### config.mk
export PLATFORM = sky130hd
export DESIGN_NAME = mept_ram
export DESIGN_NICKNAME = d
export VERILOG_FILES = /design/src/rtl/mept_ram.sv
export SDC_FILE = /design/constraint.sdc
export NUM_CORES = 1
export LEC_CHECK = 0
export ABC_AREA = 1
export BUFFER_PORTS_ARGS = -buffer_cell sky130_fd_sc_hd__buf_2
export CORE_MARGIN = 1.5
export CORE_UTILIZATION = 55
export DETAILED_ROUTE_END_ITERATION = 12
export HOLD_SLACK_MARGIN = 0.1
export PLACE_DENSITY_LB_ADDON = 0.05
export SLEW_MARGIN = 20
export SYNTH_ARGS = -nofsm -noshare
export SYNTH_HDL_FRONTEND = slang
export SYNTH_SLANG_ARGS = --single-unit
### constraint.sdc
create_clock -name clk -period 1 [get_ports clk]
set_input_delay 0.1 -clock clk [delete_from_list [all_inputs] [get_ports clk]]
set_output_delay 0.1 -clock clk [all_outputs]
set_load 0.02 [all_outputs]
### src/rtl/mept_ram.sv
// Generic single-write, single-read RAM with registered read data.
module mept_ram #(
    parameter int WIDTH = 8,
    parameter int DEPTH = 16
) (
    input  logic                     clk,
    input  logic                     we,
    input  logic [$clog2(DEPTH)-1:0] waddr,
    input  logic [WIDTH-1:0]         wdata,
    input  logic [$clog2(DEPTH)-1:0] raddr,
    output logic [WIDTH-1:0]         rdata
);

    logic [WIDTH-1:0] mem [DEPTH];

    always_ff @(posedge clk)
    begin
        if (we)
        begin
            mem[waddr] <= wdata;
        end
        rdata <= mem[raddr];
    end

endmodule

## Word level (Yosys, flattened, before mapping)

Memory sizes are Yosys's and may differ from the RTL's. A register that Yosys moved wholly into a read port is not among the register bits.
Index checks and enable logic that the tools add are counted.

| storage, ports and cells | value |
|---|---|
| flip-flop bits (word level) | 0 |
| bits in writable memories | 128 |
| input port bits | 18 |
| output and inout port bits | 8 |
| memories | 1 |

Memory list:

| name | words | bits a word | read ports | clocked after memory_dff | write ports | line | RTL |
|---|---|---|---|---|---|---|---|
| mem | 16 | 8 | 1 | 1 | 1 | 14 | `logic [WIDTH-1:0] mem [DEPTH];` |

| operators by class | value |
|---|---|
| multiplexer cells | 2 |

Operators by type and width:

| kind | count |
|---|---|
| $mux 1 | 2 |

## Longest topological paths before layout

Gate-level depths: netlist (run 1).

| depth | value |
|---|---|
| depth in word-level cells | 2 |
| mapped depth | 8 |
| gate-level depth less buffers | 7 |

## Least setup slack after synthesis (run 1)

OpenSTA, ideal clock, no wires.

| path | value |
|---|---|
| kind | input port to flip-flop |
| start | input port waddr[3] |
| end | memory mem[4][0] (enable) |
| arrival | 0.681 ns |
| data required time | 0.630 ns |
| path slack | -0.051 ns |
| cell stages on the path | 2 |
| buffers on the path | 0 |
| cells stage by stage | nand3b_1 nor2_1 |

RTL lines:

| item | line | RTL |
|---|---|---|
| start, declared | 8 | `input logic [$clog2(DEPTH)-1:0] waddr,` |
| end, declared | 14 |  |

Straight into the memory's write port.

## Worst setup path in the final report (run 1)

| path | value |
|---|---|
| start | register rdata[2] (read register of mem) |
| end | output port rdata[2] |

RTL lines:

| item | line | RTL |
|---|---|---|
| start, declared | 11 | `output logic [WIDTH-1:0] rdata` |

No word-level cell between the ends.

==> run_results.csv, run 1 <==
group,metric,value,unit
routing,dr.pass1.iters,5,
finish,final_cell_mix,"nand2_1, edfxtp_1, inv_1",
finish,utilization,70.4,%
finish,diodes,0,
setup_path,crit_arrival,1.01,ns
global_routing,antenna_found_initial,0,
sta,fin_ws,-0.108,ns
finish,layout_commonest_cell,"nand2_1",
clock_network,htreeDepth,4,
routing,drtAntennaViolNets,0,
setup_path,worstSetupStartpoint,"rdata[2]",
global_routing,grt_max_degree,37,
sta,skew,0.00653,ns
place,gp_congestion,0.830,
sta,rsz0062_at_grt,"yes",
power_and_ir_drop,peakVddDrop,0.00168,V
setup_path,crit_buf_inv,1,
global_routing,grt_util_all_layers,25.9,%
place,port_buffers,25,
synth,synth.distinct_cells,12,
synth,synth_warnings,0,
setup_path,crit_type,"flip-flop to output port",
clock_network,cts_tree,"built",
setup_path,worstReg2RegEnd,"rdata[4]",
synth,syn_avg_cell_area,10.5,um2
routing,drt_iter0_markers,270,
sta,fmaxAchievable,902,MHz
sta,tightest_slew,0.436,ns
routing,wirelength,13100,um
synth,netlist_area,5770,um2
finish,syn2layout_area_growth,25.0,%
clock_network,post_cts_buffers,0,
outcome,violations,"setup timing",
power_and_ir_drop,powerDensity,1980,nW/um2
clock_network,clock_latency,0.52,ns
die,dieArea,11100,um2
power_and_ir_drop,p_leak,3.15,nW
setup_path,crit_chain,"buf_6",
clock_network,cts.sinks,136,
global_routing,use_met1,36.5,%
sta,relSlewSlack,70.9,%
setup_path,worstSetupStartpointType,"flip-flop",
setup_path,rrSetupSlack,0.04,ns
sta,period_needed,1.11,ns
die,fp.dieH,105,um
synth,synthMuxAreaShare,0,%
routing,drc,0,
setup_path,crit_required,0.90,ns
setup_path,r2r_cells,6,
sta,finalHoldViolCount,0,
synth,ys_ff_latch,136,
synth,synthAdderAreaFrac,0,%
min_path,hold_end,"rdata[2]",
clock_network,cts_made_buffers,17,
die,ios,26,
routing,via_per_inst,5.10,
global_routing,grt_first_pass_wirelength,20800,um
die,fp-row-count,37,
global_routing,grt_pass1_vias,3871,
setup_path,reg2reg_from,"mem[7][4]",
setup_path,slowest_stage,"dfxtp_2",
outcome,status,"finished, violations left",
clock_network,clockRootBuffer,"clkbuf_8",
die,start_util,56.4,%
setup_path,crit_family,"flip-flops",
sta,slew_viol_final,0,
min_path,worstHoldPathCells,6,
clock_network,clk_path_buf_depth,2,
setup_path,cp-end-kind,"output port",
place,place_hpwl,8020,um
synth,syn_inst,551,
sta,period_share,111,%
synth,synth_xor_area_share,0,%
finish,nNetsFinal,630,
routing,routedWlPerCell,17.2,um
global_routing,gr-total-overflow,0,
global_routing,grtUsageMet3,5.32,%
synth,synth_top_family_by_area,"simple AND/OR/NAND/NOR gates",
synth,synth_compound_area_share,0,%
routing,vias,3878,
min_path,hold_path.startpoint,"raddr[1]",
synth,syn_nets,569,
global_routing,grt_busiest_layer,"met2",
setup_path,crit_path_max_fanout,1,
job,cap_violations,0,
clock_network,clk_pin_slew_worst_paths,0.06,ns
min_path,hold_class,"input pin to flip-flop",
global_routing,grt_use_met2,40.0,%
finish,drive_above_1_share,20.0,%
sta,setup_viol,8,
die,core-area,10200,um2
synth,synth-seq-area-share,69.4,%
synth,synth-simple-area-share,21.0,%
sta,fin_setup_tns,-0.487,ns
setup_path,worst_path_largest_cell_delay,0.36,ns
die,die_x,105,um
==> logic make-up (layout without fill, tap and decap cells) <==
logic type	Yosys count	after routing
buffers and inverters	126	200
DFF	136	136
and+or+nand+nor	289	289
==> stage by stage <==
| stage | instances | setup WS, ns | instance area (um2) | total power [mW] | hold WS [ns] |
|---|---|---|---|---|---|
| 2_1_floorplan | 551 | -0.0508 | 5770 | 7.02 | 0.199 |
| 3_3_place_gp | 719 | -0.149 | 6260 | 7.40 | 0.517 |
| 3_5_place_dp | 719 | -0.188 | 6260 | 7.42 | 0.516 |
| 4_1_cts | 761 | -0.127 | 7080 | 14.3 | 0.181 |
| 5_1_grt | 761 | -0.127 | 7210 | 14.7 | 0.201 |
| 6_report | 761 | -0.108 | 7210 | 14.3 | 0.200 |
==> cells in the mapped netlist, drive strengths merged <==
cell,number,share of area [%]
buf,24,2.9
dfxtp,8,2.8
edfxtp,128,67
inv,102,6.6
nand2,173,11
nand3,97,8.4
nand3b,2,0.26
nor2,17,1.1
==> layer usage <==
layer | part of all wire (%) | routed length [um]
met5 | 0 | 0
met4 | 1.7 | 227
met3 | 5.3 | 695
met2 | 47 | 6180
met1 | 46 | 5980
==> power breakdown <==
part	internal [mW]	leakage (nW)	switching (mW)	total, mW
Sequential	6.38	1.22	0.0463	6.43
Clock	4.61	0.314	2.19	6.80
Combinational	0.382	1.61	0.642	1.02
Total	11.4	3.15	2.88	14.3
==> sequential cells by signal, summed over array words and instances (netlist names) <==
signal  flops
mem       128
rdata       8
==> timing repair <==
| item | CTS | global route |
|---|---|---|
| endpoints found under the hold margin | 136 | 0 |
| resized for setup | 27 | 26 |
| hold buffers | 10 | 0 |
| setup endpoints to repair | 11 | 16 |
| pin swaps | 0 | 1 |
==> worst max path at each step <==
stage,end,slack [ns],depth (start not counted)
finish,rdata[2],-0.11,1
global route,rdata[2],-0.13,1
CTS,rdata[2],-0.13,1
detailed placement,rdata[0],-0.19,9
global placement,rdata[4],-0.15,8
floorplan,mem[10][0],-0.05,2
==> cell type report <==
cell class                      count  area (um2)
Tap cell                          136         170
Multi-Input combinational cell    289        1360
Fill cell                         752        3030
Timing Repair Buffer               66         633
Inverter                          102         383
Clock inverter                      9         195
Clock buffer                       23         447
Sequential cell                   136        4010
(Power assumes the default switching activity.)
==> run 2: changes to the inputs <==
Settings changed: MAX_ROUTING_LAYER set to met4.
==> run_results.csv, run 2 (synthesized netlist as in run 1, its figures left out) <==
group,metric,value,unit
outcome,status,"finished, violations left",
outcome,violations,"setup timing",
finish,area.sequential,4010,um2
sta,period_share,111,%
sta,tightest_slew,0.414,ns
sta,finalHoldViolCount,0,
place,gp_congestion,0.843,
clock_network,clk_path_buf_depth,2,
clock_network,cts_made_buffers,17,
sta,setup_viol,8,
place,place_area,6260,um2
finish,final_cell_mix,"nand2_1, edfxtp_1, inv_1",
setup_path,worst_path_largest_cell_delay,0.36,ns
sta,slew_viol_final,0,
routing,drtAntennaViolNets,0,
place,port_buffers,25,
finish,syn2layout_area_growth,25.0,%
die,fp.dieH,105,um
finish,diodes,0,
global_routing,gr-total-overflow,0,
clock_network,clockRootBuffer,"clkbuf_8",
power_and_ir_drop,peakVddDrop,0.00168,V
sta,fin_ws,-0.110,ns
finish,layoutNonFillerInstCount,761,
routing,dr.pass1.iters,5,
die,core-area,10200,um2
finish,drive_above_1_share,20.0,%
finish,largestRegisters,"mem (128), rdata (8)",
power_and_ir_drop,p_leak,3.15,nW
die,die_x,105,um
global_routing,grt_pass1_vias,3864,
routing,drc,0,
job,cap_violations,0,
routing,via_per_inst,5.16,
finish,nNetsFinal,630,
global_routing,grt_util_all_layers,26.6,%
global_routing,antenna_found_initial,0,
setup_path,slowest_stage,"dfxtp_2",
place,dp_slack,-0.188,ns
finish,multi_input_area,1360,um2
setup_path,crit_arrival,1.01,ns
place,place_hpwl,8020,um
routing,wirelength,13100,um
global_routing,grt_first_pass_wirelength,20700,um
finish,largest_reg_flops,128,
routing,drt_iter0_markers,244,
setup_path,crit_path_max_fanout,1,
clock_network,htreeDepth,4,
die,fp-row-count,37,
power_and_ir_drop,p_total,14.3,mW
die,ios,26,
routing,vias,3930,
finish,largest-register,"mem",
clock_network,cts_tree,"built",
finish,design_area,7210,um2
sta,period_needed,1.11,ns
clock_network,clk_pin_slew_worst_paths,0.06,ns
global_routing,grt_max_degree,37,
sta,hold_slack,0.199,ns
finish,fillers,752,
routing,routedWlPerCell,17.2,um
sta,fin_setup_tns,-0.520,ns
setup_path,worstSetupStartpointType,"flip-flop",
power_and_ir_drop,powerDensity,1980,nW/um2
setup_path,crit_chain,"buf_6",
finish,layout_commonest_cell,"nand2_1",
sta,fmaxAchievable,901,MHz
place,dp.cells,719,
sta,rsz0062_at_grt,"yes",
min_path,hold_class,"input pin to flip-flop",
setup_path,crit_type,"flip-flop to output port",
sta,relSlewSlack,72.4,%
setup_path,cp-end-kind,"output port",
sta,skew,0.00514,ns
setup_path,crit_buf_inv,1,
clock_network,cts.sinks,136,
clock_network,clock_latency,0.52,ns
die,start_util,56.4,%
setup_path,crit_family,"flip-flops",
finish,utilization,70.4,%
die,dieArea,11100,um2
setup_path,crit_required,0.90,ns
==> run 2: final timing paths <==
check / from / end / slack, ns / cells past startpoint
hold reg to reg: mem[13][2] / rdata[2] / 0.66 / 6
hold / removal: raddr[1] / rdata[2] / 0.20 / 6
setup reg to reg: mem[1][7] / rdata[7] / 0.05 / 6
setup / recovery: rdata[2] / rdata[2] / -0.11 / 1
==> run 2: cell type report <==
class	instances	share of cell area [%]
sequential	136	55.7
multi-input combinational	289	18.9
timing repair buffer	66	8.79
clock buffer	23	6.20
inverter	102	5.31
clock inverter	9	2.71
tap	136	2.36
==> run 2: repair_timing <==
item                       CTS  global route
gates resized for setup     27            26
pin swaps                    0             1
setup buffers                0             0
hold buffers                10             0
setup endpoints to repair   11            16
hold endpoints to repair   136             0
==> run 2: layer usage <==
layer	wire, um	track usage (%)	vias up
met5	0	-	-
met4	212	8.71	0
met3	845	6.43	22
met2	6160	40.1	156
met1	5850	36.1	1856
li1	-	-	1896
==> run 2: power breakdown <==
| group | internal, mW | switching, mW |
|---|---|---|
| clock network | 4.61 | 2.20 |
| registers | 6.38 | 0.0463 |
| logic | 0.382 | 0.641 |
